<file path="src/hw/rtl/trapezoidal_servo_profile_defines.svh">
// assertion macros for the servo profile block
`ifndef TRAPEZOIDAL_SERVO_PROFILE_DEFINES_SVH
`define TRAPEZOIDAL_SERVO_PROFILE_DEFINES_SVH

// same-cycle implication
`define TSP_ASSERT_NOW(lbl, ante, cons, msg) \
	lbl: assert property (@(posedge clk) disable iff (!arst_n) (ante) |-> (cons)) \
		else $error(msg);

// next-cycle implication
`define TSP_ASSERT_NEXT(lbl, ante, cons, msg) \
	lbl: assert property (@(posedge clk) disable iff (!arst_n) (ante) |=> (cons)) \
		else $error(msg);

`endif

</file>
<file path="src/hw/rtl/tsp_pkg.sv">
// ----------------------------------------------------------------------------
// tsp_pkg
// types and constants for the trapezoidal servo profile generator
// ----------------------------------------------------------------------------
package tsp_pkg;

	localparam int ANGLE_FRAC_BITS = 8;
	localparam int ANGLE_W = 16;
	localparam int SPEED_W = 24;
	localparam int RATE_W = 20;
	localparam int VMAX_W = 17;
	localparam int DT_W = 10;
	localparam int KIND_W = 2;
	localparam int CFG_IDX_W = 2;

	// shared multiplier operand widths
	localparam int MUL_A_W = 33;
	localparam int MUL_B_W = 33;
	localparam int MUL_P_W = MUL_A_W + MUL_B_W;

	// shared restoring divider, divides by the tick length only
	localparam int DIV_N_W = 36;
	localparam int DIV_D_W = 11;
	localparam int DIV_CNT_W = 6;

	// 1000 = 8 * 125 and 2000 = 16 * 125; x / 125 = (x * ceil(2^39 / 125)) >> 39
	// holds exactly for every x below 2^32
	localparam int MS_SHIFT = 3;
	localparam int TWO_MS_SHIFT = 4;
	localparam int RECIP_SHIFT = 39;
	localparam logic [MUL_B_W-1:0] RECIP_125 = 33'd4398046512;

	localparam logic [ANGLE_W-1:0] RESET_ANGLE = ANGLE_W'(90 << ANGLE_FRAC_BITS);
	localparam logic [RATE_W-1:0] RESET_RATE = RATE_W'(2560);
	localparam logic [VMAX_W-1:0] RESET_VMAX = VMAX_W'(7680);
	localparam logic [SPEED_W-1:0] SPEED_SAT = '1;
	localparam logic [DIV_D_W-1:0] MS_PER_S = DIV_D_W'(1000);
	localparam logic [31:0] ONE_DEG = 32'(1) << ANGLE_FRAC_BITS;

	typedef enum logic [1:0] {
		MODE_IDLE = 2'd0,
		MODE_ACCEL = 2'd1,
		MODE_CRUISE = 2'd2,
		MODE_DECEL = 2'd3
	} mode_t;

	typedef enum logic [1:0] {
		KIND_TICK = 2'd0,
		KIND_MOVE = 2'd1,
		KIND_STOP = 2'd2,
		KIND_SET = 2'd3
	} kind_t;

	typedef enum logic [1:0] {
		REG_ACCEL = 2'd0,
		REG_DECEL = 2'd1,
		REG_VMAX = 2'd2
	} reg_idx_t;

	typedef enum logic [10:0] {
		S_IDLE = 11'b000_0000_0001,
		S_SQ = 11'b000_0000_0010,
		S_BRK = 11'b000_0000_0100,
		S_RMUL = 11'b000_0000_1000,
		S_RDIV = 11'b000_0001_0000,
		S_SMUL = 11'b000_0010_0000,
		S_SDIV = 11'b000_0100_0000,
		S_POS = 11'b000_1000_0000,
		S_VMUL = 11'b001_0000_0000,
		S_VDIV = 11'b010_0000_0000,
		S_OUT = 11'b100_0000_0000
	} state_t;

	// near the goal: within 0.1 degree
	function automatic logic near_goal(input logic [ANGLE_W-1:0] a,
			input logic [ANGLE_W-1:0] b);
		logic [ANGLE_W-1:0] d;
		logic [ANGLE_W+3:0] d10;
		begin
			d = (a > b) ? a - b : b - a;
			d10 = (ANGLE_W+4)'(d) * (ANGLE_W+4)'(10);
			near_goal = 32'(d10) < ONE_DEG;
		end
	endfunction

endpackage

</file>
<file path="src/hw/rtl/trapezoidal_servo_profile.sv">
// a moving tick item runs the sequencer from acceptance to the result register, and
// skips the step multiply and divide while cruising; other items and idle or
// zero-length ticks go straight to the result state; a new item is taken only
// once the sequencer is idle again, and the speed is set by the 36-step divide by dt
// reset: position and goal 90 degrees, speed zero, idle, default rates
// ----------------------------------------------------------------------------
// trapezoidal_servo_profile
// trapezoidal velocity profile for a servo angle, one shared multiplier and
// one shared bit-serial divider under a one-hot sequencer
// ----------------------------------------------------------------------------
`include "trapezoidal_servo_profile_defines.svh"

module trapezoidal_servo_profile (
	input logic clk,
	input logic arst_n,
	input logic cfg_valid,
	output logic cfg_ready,
	input logic [tsp_pkg::CFG_IDX_W-1:0] cfg_index,
	input logic [tsp_pkg::RATE_W-1:0] cfg_data,
	input logic in_valid,
	output logic in_stall,
	input logic [tsp_pkg::KIND_W-1:0] kind,
	input logic [tsp_pkg::ANGLE_W-1:0] target_angle,
	input logic [tsp_pkg::DT_W-1:0] elapsed_ms,
	output logic out_valid,
	input logic out_stall,
	output logic [tsp_pkg::ANGLE_W-1:0] servo_angle,
	output logic servo_write,
	output logic [1:0] motion_mode,
	output logic [tsp_pkg::SPEED_W-1:0] speed,
	output logic at_target
);
	import tsp_pkg::*;

	state_t state_q;
	mode_t mode_q;
	logic [RATE_W-1:0] accel_q, decel_q;
	logic [VMAX_W-1:0] vmax_q;
	logic [ANGLE_W-1:0] pos_q, goal_q, change_q;
	logic [SPEED_W-1:0] vel_q, nv_q;
	logic [DT_W-1:0] dt_q;
	logic [2*SPEED_W-1:0] vsq_q;
	logic [DIV_N_W-1:0] step_q;
	logic wrote_q;

	logic [DIV_N_W-1:0] quot_q;
	logic [DIV_D_W-1:0] rem_q;
	logic [DIV_CNT_W-1:0] cnt_q;

	logic out_valid_q;
	logic [ANGLE_W-1:0] angle_q;
	logic write_q;
	logic [1:0] omode_q;
	logic [SPEED_W-1:0] speed_q;
	logic at_target_q;

	logic accept;
	logic [ANGLE_W-1:0] goal_gap;
	logic [MUL_A_W-1:0] mul_a;
	logic [MUL_B_W-1:0] mul_b;
	logic [MUL_P_W-1:0] prod;
	logic [DIV_N_W-1:0] rquot;
	logic must_brake;
	logic [DIV_D_W-1:0] divisor;
	logic [DIV_D_W:0] rem_sh;
	logic div_ge;
	logic [DIV_D_W-1:0] rem_nx;
	logic [DIV_N_W-1:0] quot_nx;
	logic div_last;
	logic [DIV_N_W:0] acc_sum;
	logic [ANGLE_W-1:0] chg;
	logic [SPEED_W-1:0] vel_new;
	logic [SPEED_W+6:0] vel100;

	assign cfg_ready = 1'b1;
	assign in_stall = (state_q != S_IDLE) || (out_valid_q && out_stall);
	assign accept = in_valid && !in_stall;

	assign goal_gap = (goal_q > pos_q) ? goal_q - pos_q : pos_q - goal_q;

	// operand select for the shared multiplier
	always_comb begin
		mul_a = '0;
		mul_b = '0;
		case (state_q)
			S_SQ: begin
				mul_a = MUL_A_W'(vel_q);
				mul_b = MUL_B_W'(vel_q);
			end
			S_BRK: begin
				mul_a = MUL_A_W'(decel_q);
				mul_b = MUL_B_W'(goal_gap);
			end
			S_RMUL: begin
				case (mode_q)
					MODE_ACCEL: mul_a = MUL_A_W'(accel_q);
					MODE_CRUISE: mul_a = MUL_A_W'(vmax_q);
					default: mul_a = MUL_A_W'(decel_q);
				endcase
				mul_b = MUL_B_W'(dt_q);
			end
			// divide by 1000 through the reciprocal of 125
			S_RDIV: begin
				mul_a = MUL_A_W'(quot_q >> MS_SHIFT);
				mul_b = RECIP_125;
			end
			S_SMUL: begin
				mul_a = MUL_A_W'(vel_q) + MUL_A_W'(nv_q);
				mul_b = MUL_B_W'(dt_q);
			end
			// divide by 2000 through the reciprocal of 125
			S_SDIV: begin
				mul_a = MUL_A_W'(quot_q >> TWO_MS_SHIFT);
				mul_b = RECIP_125;
			end
			S_VMUL: begin
				mul_a = MUL_A_W'(change_q);
				mul_b = MUL_B_W'(MS_PER_S);
			end
			default: begin
				mul_a = '0;
				mul_b = '0;
			end
		endcase
	end

	assign prod = MUL_P_W'(mul_a) * MUL_P_W'(mul_b);
	assign rquot = DIV_N_W'(prod[MUL_P_W-1:RECIP_SHIFT]);
	assign must_brake = (2*SPEED_W)'({prod[RATE_W+ANGLE_W-1:0], 1'b0}) <= vsq_q;

	assign divisor = DIV_D_W'(dt_q);

	// one quotient bit per cycle
	assign rem_sh = {rem_q, quot_q[DIV_N_W-1]};
	assign div_ge = rem_sh >= (DIV_D_W+1)'(divisor);
	assign rem_nx = div_ge ? DIV_D_W'(rem_sh - (DIV_D_W+1)'(divisor)) : rem_sh[DIV_D_W-1:0];
	assign quot_nx = {quot_q[DIV_N_W-2:0], div_ge};
	assign div_last = cnt_q == DIV_CNT_W'(DIV_N_W - 1);

	assign acc_sum = (DIV_N_W+1)'(vel_q) + (DIV_N_W+1)'(rquot);
	assign chg = (step_q >= DIV_N_W'(goal_gap)) ? goal_gap : step_q[ANGLE_W-1:0];
	assign vel_new = (quot_nx > DIV_N_W'(SPEED_SAT)) ? SPEED_SAT : quot_nx[SPEED_W-1:0];
	assign vel100 = (SPEED_W+7)'(vel_new) * (SPEED_W+7)'(100);

	always_ff @(posedge clk or negedge arst_n) begin
		if (!arst_n) begin
			accel_q <= RESET_RATE;
			decel_q <= RESET_RATE;
			vmax_q <= RESET_VMAX;
		end else if (cfg_valid && cfg_ready) begin
			case (cfg_index)
				REG_ACCEL: accel_q <= cfg_data;
				REG_DECEL: decel_q <= cfg_data;
				REG_VMAX: vmax_q <= cfg_data[VMAX_W-1:0];
				default: ;
			endcase
		end
	end

	always_ff @(posedge clk or negedge arst_n) begin
		if (!arst_n) begin
			state_q <= S_IDLE;
			mode_q <= MODE_IDLE;
			pos_q <= RESET_ANGLE;
			goal_q <= RESET_ANGLE;
			vel_q <= '0;
			wrote_q <= 1'b0;
			cnt_q <= '0;
		end else begin
			case (state_q)
				S_IDLE: begin
					if (accept) begin
						wrote_q <= 1'b0;
						state_q <= S_OUT;
						case (kind_t'(kind))
							KIND_TICK: begin
								if (mode_q != MODE_IDLE && elapsed_ms != '0) begin
									wrote_q <= 1'b1;
									state_q <= S_SQ;
								end
							end
							KIND_MOVE: begin
								goal_q <= target_angle;
								mode_q <= MODE_ACCEL;
								vel_q <= '0;
							end
							KIND_STOP: begin
								mode_q <= MODE_DECEL;
								goal_q <= pos_q;
							end
							default: begin
								pos_q <= target_angle;
								goal_q <= target_angle;
								vel_q <= '0;
								mode_q <= MODE_IDLE;
							end
						endcase
					end
				end
				S_SQ: state_q <= S_BRK;
				S_BRK: begin
					// phase choice from stopping distance
					if (mode_q == MODE_ACCEL) begin
						if (vel_q >= SPEED_W'(vmax_q))
							mode_q <= MODE_CRUISE;
						else if (must_brake)
							mode_q <= MODE_DECEL;
					end else if (mode_q == MODE_CRUISE && must_brake) begin
						mode_q <= MODE_DECEL;
					end
					state_q <= S_RMUL;
				end
				S_RMUL: state_q <= S_RDIV;
				S_RDIV: begin
					case (mode_q)
						MODE_CRUISE: state_q <= S_POS;
						default: state_q <= S_SMUL;
					endcase
				end
				S_SMUL: state_q <= S_SDIV;
				S_SDIV: state_q <= S_POS;
				S_POS: begin
					pos_q <= (goal_q > pos_q) ? pos_q + chg : pos_q - chg;
					state_q <= S_VMUL;
				end
				S_VMUL: begin
					cnt_q <= '0;
					state_q <= S_VDIV;
				end
				S_VDIV: begin
					cnt_q <= cnt_q + 1'b1;
					if (div_last) begin
						if (near_goal(pos_q, goal_q) && 32'(vel100) < ONE_DEG) begin
							mode_q <= MODE_IDLE;
							vel_q <= '0;
						end else begin
							vel_q <= vel_new;
						end
						state_q <= S_OUT;
					end
				end
				S_OUT: state_q <= S_IDLE;
				default: state_q <= S_IDLE;
			endcase
		end
	end

	// datapath registers without reset
	always_ff @(posedge clk) begin
		if (accept)
			dt_q <= elapsed_ms;
		case (state_q)
			S_SQ: vsq_q <= prod[2*SPEED_W-1:0];
			S_RMUL, S_SMUL, S_VMUL: begin
				quot_q <= prod[DIV_N_W-1:0];
				rem_q <= '0;
			end
			S_RDIV: begin
				case (mode_q)
					MODE_CRUISE: step_q <= rquot;
					MODE_ACCEL: nv_q <= (acc_sum > (DIV_N_W+1)'(vmax_q)) ?
							SPEED_W'(vmax_q) : acc_sum[SPEED_W-1:0];
					default: nv_q <= (DIV_N_W'(vel_q) > rquot) ?
							vel_q - rquot[SPEED_W-1:0] : '0;
				endcase
			end
			S_SDIV: step_q <= rquot;
			S_VDIV: begin
				quot_q <= quot_nx;
				rem_q <= rem_nx;
			end
			S_POS: change_q <= chg;
			default: ;
		endcase
		if (state_q == S_OUT) begin
			angle_q <= pos_q;
			write_q <= wrote_q;
			omode_q <= mode_q;
			speed_q <= vel_q;
			at_target_q <= (mode_q == MODE_IDLE) && near_goal(pos_q, goal_q);
		end
	end

	always_ff @(posedge clk or negedge arst_n) begin
		if (!arst_n)
			out_valid_q <= 1'b0;
		else if (state_q == S_OUT)
			out_valid_q <= 1'b1;
		else if (!out_stall)
			out_valid_q <= 1'b0;
	end

	assign out_valid = out_valid_q;
	assign servo_angle = angle_q;
	assign servo_write = write_q;
	assign motion_mode = omode_q;
	assign speed = speed_q;
	assign at_target = at_target_q;

	`TSP_ASSERT_NOW(a_accept_idle, accept, state_q == S_IDLE, "request taken while busy")
	`TSP_ASSERT_NOW(a_idle_still, mode_q == MODE_IDLE, vel_q == '0, "idle with nonzero speed")
	`TSP_ASSERT_NOW(a_div_count, state_q == S_VDIV, cnt_q < DIV_CNT_W'(DIV_N_W), "divider count overrun")
	`TSP_ASSERT_NOW(a_out_free, state_q == S_OUT, !out_valid_q, "result register still occupied")
	`TSP_ASSERT_NEXT(a_pos_to_vmul, state_q == S_POS, state_q == S_VMUL, "position update not followed by speed")

endmodule

</file>
<file path="config.mk">
export PLATFORM = sky130hd
export DESIGN_NAME = trapezoidal_servo_profile
export DESIGN_NICKNAME = d
export VERILOG_FILES = /design/src/hw/rtl/tsp_pkg.sv /design/src/hw/rtl/trapezoidal_servo_profile.sv
export VERILOG_INCLUDE_DIRS = /design/src /design/src/hw/rtl
export SDC_FILE = /design/constraint.sdc
export NUM_CORES = 2
export LEC_CHECK = 0
export BUFFER_PORTS_ARGS = -buffer_cell sky130_fd_sc_hd__buf_2
export CAP_MARGIN = 30
export CORE_UTILIZATION = 45
export CTS_CLUSTER_SIZE = 28
export DETAILED_ROUTE_END_ITERATION = 8
export PLACE_DENSITY = 0.61
export SYNTH_ARGS = -nofsm -noshare
export SYNTH_HDL_FRONTEND = slang
export SYNTH_SLANG_ARGS = --single-unit
</file>
<file path="constraint.sdc">
create_clock -name clk -period 17.3 [get_ports clk]
set_clock_uncertainty 0.1 [all_clocks]
set_input_delay 3.46 -clock clk [delete_from_list [all_inputs] [get_ports clk]]
set_output_delay 3.46 -clock clk [all_outputs]
set_load 0.05 [all_outputs]
</file>
### Word level (Yosys, flattened, before mapping)

Cells that the tools add are included.

| word-level totals | value |
|---|---|
| register bits after elaboration | 359 |
| latch bits | 0 |
| memory bits (writable) | 0 |
| ROM bits | 0 |
| bits of input ports | 55 |
| output and inout port bits | 47 |
| word-level logic and storage cells | 157 |
| memories | 0 |

| cells by class | value |
|---|---|
| $add $sub $neg | 9 |
| multiply operators | 3 |
| divide/modulo/power cells | 0 |
| $lt $le $gt $ge | 11 |
| equal/unequal tests | 29 |
| shifts and indexed selects | 0 |
| muxes and demuxes | 45 |
| bitwise gates (word level) | 2 |
| reduce and logical (&&, ||, !) cells | 35 |

Operators with widths:

| operator | number |
|---|---|
| one-hot mux 33 bit (7 select lines) | 1 |
| two-way mux 24 bit | 7 |
| one-hot mux 33 bit (5 select lines) | 1 |
| one-hot mux 36 bit (2 select lines) | 2 |
| one-hot mux 11 bit (10 select lines) | 1 |
| two-way mux 16 bit | 6 |
| one-hot mux 24 bit (2 select lines) | 2 |
| multiplier 33 x 33 -> 66 bit | 1 |
| one-hot mux 16 bit (2 select lines) | 2 |
| two-way mux 11 bit | 5 |
| less-or-equal comparator 37 x 48 -> 1 bit | 1 |
| subtractor 16 bit | 3 |
| one-hot mux 20 bit (2 select lines) | 1 |
| >= comparator 36 x 16 -> 1 bit | 1 |
| > comparator 36 x 24 -> 1 bit, second input constant | 1 |
| two-way mux 36 bit | 1 |
| > comparator 16 bit | 2 |
| < comparator 31 x 9 -> 1 bit, second input constant | 1 |
| multiplier 24 x 5 -> 29 bit, second input constant | 1 |
| adder 24 x 27 -> 28 bit | 1 |
| > comparator 28 x 17 -> 1 bit | 1 |
| > comparator 24 x 27 -> 1 bit | 1 |
| adder 24 x 24 -> 25 bit | 1 |
| >= comparator 24 x 17 -> 1 bit | 1 |
| 46 further kinds | 89 |

### Depth between registers and ports, before layout

| depth | value |
|---|---|
| depth in word-level cells | 9 |
| mapped depth | 70 |
| gate-level depth less buffers | 66 |

### Worst setup path after synthesis

No wires, ideal clock.

| path | value |
|---|---|
| path type | reg2reg |
| start point | reg pos_q[9] |
| end point | reg nv_q[0], data pin |
| library setup time | 0.271 ns |
| arrival time | 14.751 ns |
| setup slack | 2.178 ns |
| cell stages (with the launch flop) | 62 |
| path buffers | 5 |
| cells stage by stage | dfstp_2 -> inv_1 -> ha_1 -> clkbuf_1 -> a21oi_1 -> o21ai_1 -> a221o_1 -> a31o_2 -> nand2_1 -> clkbuf_1 -> o21ai_0 -> o21ai_0 -> clkbuf_1 -> nand2_1 -> fa_1 -> fa_1 -> inv_1 -> fa_1 -> [... 26 more ...] -> o211ai_1 -> nand2_1 -> a21boi_0 -> inv_1 -> a21o_1 -> a21oi_1 -> xnor2_1 -> ha_1 -> and3_1 -> nand3_1 -> or4_1 -> a211oi_1 -> o221ai_1 -> or4_1 -> a311oi_4 -> buf_6 -> mux2i_1 -> o22ai_1 |

| between the ends | value |
|---|---|
| longest elaborated chain between the ends | 8 |
| elaborated cells on any way between the ends | 13 |
| classes of those cells | add/sub (4); mul (1); order compare (3); mux (5) |

RTL lines:

| what | RTL line | source |
|---|---|---|
| from (decl) | trapezoidal_servo_profile.sv:39 | `logic [ANGLE_W-1:0] pos_q, goal_q, change_q;` |
| from (signal assigned) | trapezoidal_servo_profile.sv:192 | `pos_q <= target_angle;` |
| from (signal assigned) | trapezoidal_servo_profile.sv:223 | `pos_q <= (goal_q > pos_q) ? pos_q + chg : pos_q - chg;` |
| subtractor 16 bit / > comparator 16 bit (equally long branches) | trapezoidal_servo_profile.sv:79 | `assign goal_gap = (goal_q > pos_q) ? goal_q - pos_q : pos_q - goal_q;` |
| two-way mux 16 bit * | trapezoidal_servo_profile.sv:79 |  |
| one-hot mux 33 bit (5 select lines) * | trapezoidal_servo_profile.sv:85 | `case (state_q)` |
| multiplier 33 x 33 -> 66 bit * | trapezoidal_servo_profile.sv:127 | `assign prod = MUL_P_W'(mul_a) * MUL_P_W'(mul_b);` |
| via prod[42] | trapezoidal_servo_profile.sv:61 | `logic [MUL_P_W-1:0] prod;` |
| adder 24 x 27 -> 28 bit | trapezoidal_servo_profile.sv:140 | `assign acc_sum = (DIV_N_W+1)'(vel_q) + (DIV_N_W+1)'(rquot);` |
| > comparator 28 x 17 -> 1 bit | trapezoidal_servo_profile.sv:261 | `MODE_ACCEL: nv_q <= (acc_sum > (DIV_N_W+1)'(vmax_q)) ?` |
| two-way mux 24 bit | trapezoidal_servo_profile.sv:261 |  |
| one-hot mux 24 bit (2 select lines) * | trapezoidal_servo_profile.sv:259 | `case (mode_q)` |
| to (signal assigned) | trapezoidal_servo_profile.sv:261 |  |
| to (signal assigned) | trapezoidal_servo_profile.sv:263 | `default: nv_q <= (DIV_N_W'(vel_q) > rquot) ?` |
| to (decl) | trapezoidal_servo_profile.sv:40 | `logic [SPEED_W-1:0] vel_q, nv_q;` |

The timed path passes the listed nets; every way through them passes the cells marked *.
A chain may end at the register's enable or synchronous reset.

### Final worst setup path

| path | value |
|---|---|
| start point | reg pos_q[11] |
| end point | reg nv_q[13], data pin |

The elaborated chain is that of the path after synthesis.

==> impl_metrics.tcl <==
set metrics [dict create \
    p_per_area_nw_per_um2 162 \
    drtIter0Drc 5248 \
    synth_top_cell_area_share_pct 27.9 \
    overflow 0 \
    gp_congestion 1.04 \
    drv_cap 0 \
    crit_buf_inv 8 \
    cts_made_buffers 41 \
    yosys_warnings 0 \
    synth_seq_cells 350 \
    clk_pin_slew_ns 0.06 \
    r2r-start "pos_q[11]" \
    viasPerCell 5.70 \
    crit_top_cell "fa_1" \
    drv_slew 0 \
    dr_total_vias 46600 \
    syn2layout_area_growth_pct 9.32 \
    ios 102 \
    total_power_mw 10.1 \
    vdd_drop_max_mv 0.269 \
    synth.most_common_cell "inv_1" \
    synthArstFlopShare_pct 38.3 \
    cp_max_fo 22 \
    ff2ff_path_depth 57 \
    grt_first_pass_wirelength_mm 300 \
    grt_usage_pct 31.8 \
    hold_viol_final 0 \
    min_from "wrote_q" \
    grt_max_degree 73 \
    place_area_um2 60500 \
    r2r_slack_ns 0.60 \
    pre_cts_ws_ns 0.423 \
    crit_type "reg -> reg" \
    synth_cells 6266 \
    hold_end "servo_write" \
    leakagePower_nw 31.5 \
    fin_crit_ns 16.70 \
    slew_headroom_pct 23.7 \
    dp_hpwl_mm 165 \
    root_buffer "clkbuf_16" \
    arrival_ns 16.92 \
    tritoncts "done" \
    wl_per_cell_um 24.5 \
    dieHeight_um 357 \
    port_buffers 100 \
    hold_path.class "reg -> reg" \
    critPathLaunchType "flop" \
    clock_path_buffers 3 \
    status "complete, no violations" \
    ys_top_cells_by_area "fa_1 (28%), ha_1 (14%), edfxtp_1 (11%)" \
    die_w_um 357 \
    final_util_pct 49.8 \
    r2r_end "nv_q[13]" \
    antenna_found_initial 19 \
    synth_edf_count 216 \
    max_freq_mhz 59.9 \
    worstHoldPathCells 0 \
    row_count 129 \
    setup_viol 0 \
    post-route-drc-count 0 \
    synth_area_per_cell_um2 9.06 \
    ant_nets 0 \
    h-tree-depth 2 \
    ys.flop_type "edfxtp_1" \
    synthTopCellsByCount "inv_1 (1272), fa_1 (791), ha_1 (651)" \
    synth.largest_area_cell "fa_1" \
    seq_area_frac_synth_pct 17.4 \
    final_cell_area_um2 62000 \
    cts.sinks 350 \
    tightestPinTransition_ns 1.15 \
    core-area_um2 124000 \
    crit_family "compound AO/OA/AOI/OAI gates" \
    ys_types 103 \
    routed_wl_mm 200 \
    drive_gt1_share_pct 8.81 \
    cp_slowest_cell "or4_1" \
    cp_slowest_stage_delay_ns 0.60 \
    clk_latency_ns 0.61 \
    finalWorstSetupSlack_ns 0.600 \
    critPathRequiredTime_ns 17.52 \
    firstDrtPassIters 7 \
    grt_pass1_vias 46500 \
    layout.nets 7992 \
    start_util_pct 45.6 \
    rsz0062_at_grt "false" \
    dieArea_um2 128000 \
    syn_area_um2 56700 \
    end_kind "flop" \
    fill_cells 11800 \
    setup_tns_ns 0 \
    min_period_over_period_pct 96.5 \
]
## how the worst max path moves through the flow
stage | start | endpoint | slack (ns) | depth (start not counted)
after floorplan | pos_q[9] | nv_q[0] | 2.18 | 61
after global routing | pos_q[11] | nv_q[3] | 0.007 | 57
after CTS | pos_q[9] | nv_q[13] | 0.35 | 55
final | pos_q[11] | nv_q[13] | 0.60 | 57
after detailed placement | pos_q[9] | nv_q[13] | 0.42 | 55
after global placement | vel_q[1] | nv_q[7] | 0.63 | 57
## power breakdown
part           internal [mW]  total (mW)  leakage (nW)  switching, mW
Sequential              1.11        1.21          3.69         0.0986
Combinational           3.02        7.95          27.1           4.93
Clock                  0.507       0.920         0.658          0.413
Total                   4.64        10.1          31.5           5.44
## flip-flops by register name, summed over array words and instances (netlist names), 6 cells and up
name and flops:
vel_q 24, decel_q 20, servo_angle 16, quot_q 36, rem_q 11, nv_q 24, pos_q 16, goal_q 16
accel_q 20, dt_q 10, cnt_q 6, state_q 11, change_q 16, speed 24, vsq_q 48, step_q 27
vmax_q 17
## layer usage
layer / wire length [um] / global-route usage (%) / share of wire (%)
met1: 85500 / 45.3 / 43
met2: 84500 / 47.0 / 42
met3: 19900 / 6.63 / 10
met4: 9870 / 12.9 / 4.9
met5: 134 / 0 / 0.067
## area by class of cell
| class | instances | area (um2) | share of cell area [%] |
|---|---|---|---|
| flip-flops and latches | 350 | 9860 | 15.9 |
| repair buffers | 310 | 2190 | 3.53 |
| multi-input cells | 4514 | 41800 | 67.3 |
| well taps | 1637 | 2050 | 3.30 |
| diodes | 5 | 12.5 | 0.0202 |
| clock buffers | 52 | 1110 | 1.79 |
| clock inverters | 24 | 253 | 0.407 |
| inverters | 1278 | 4800 | 7.73 |
## per-stage QoR
stage / std cells / hold WS (ns)
floorplan: 6384 / 0.326
global placement: 8078 / 0.341
detailed placement: 8084 / 0.362
CTS: 8160 / 0.377
global route: 8165 / 0.394
finish: 8170 / 0.380
## logic make-up (layout without fill, tap and decap cells)
group / Yosys count / in the layout / synth area share [%]
flops: 350 / 350 / 17.4
mux: 124 / 124 / 2.32
other cells: 2 / 125 / 0.0132
fa+ha+maj: 1442 / 1442 / 42.3
buf+inv: 1520 / 1664 / 10.2
simple gates: 1616 / 1616 / 12.9
xor+xnor: 169 / 169 / 2.61
compound gates: 1043 / 1043 / 12.3
## cells in the final DEF, fill, tap and decap left out, types with 45 or more instances in the layout
cell type	netlist	final
nand2b_1	77	77
inv_1	1272	1272
mux2i_1	62	62
a21oi_1	245	238
nor3_1	48	47
o21ai_0	184	178
conb_1	2	120
a22o_1	45	45
o21a_1	52	49
ha_1	651	651
nand3_1	65	64
nor2_1	599	596
fa_1	791	791
mux2_2	62	62
buf_4	9	198
a21o_1	104	104
xnor2_1	103	103
xor2_1	66	64
or2_2	50	50
buf_2	20	100
dfrtp_1	117	116
edfxtp_1	216	216
nand2_1	527	527
## timing repair
item,CTS,global route
endpoints found under the hold margin,0,0
buffers inserted,0,0
hold buffers,0,0
setup endpoints to repair,0,17
resized for setup,0,15
(Power assumes the default switching activity.)
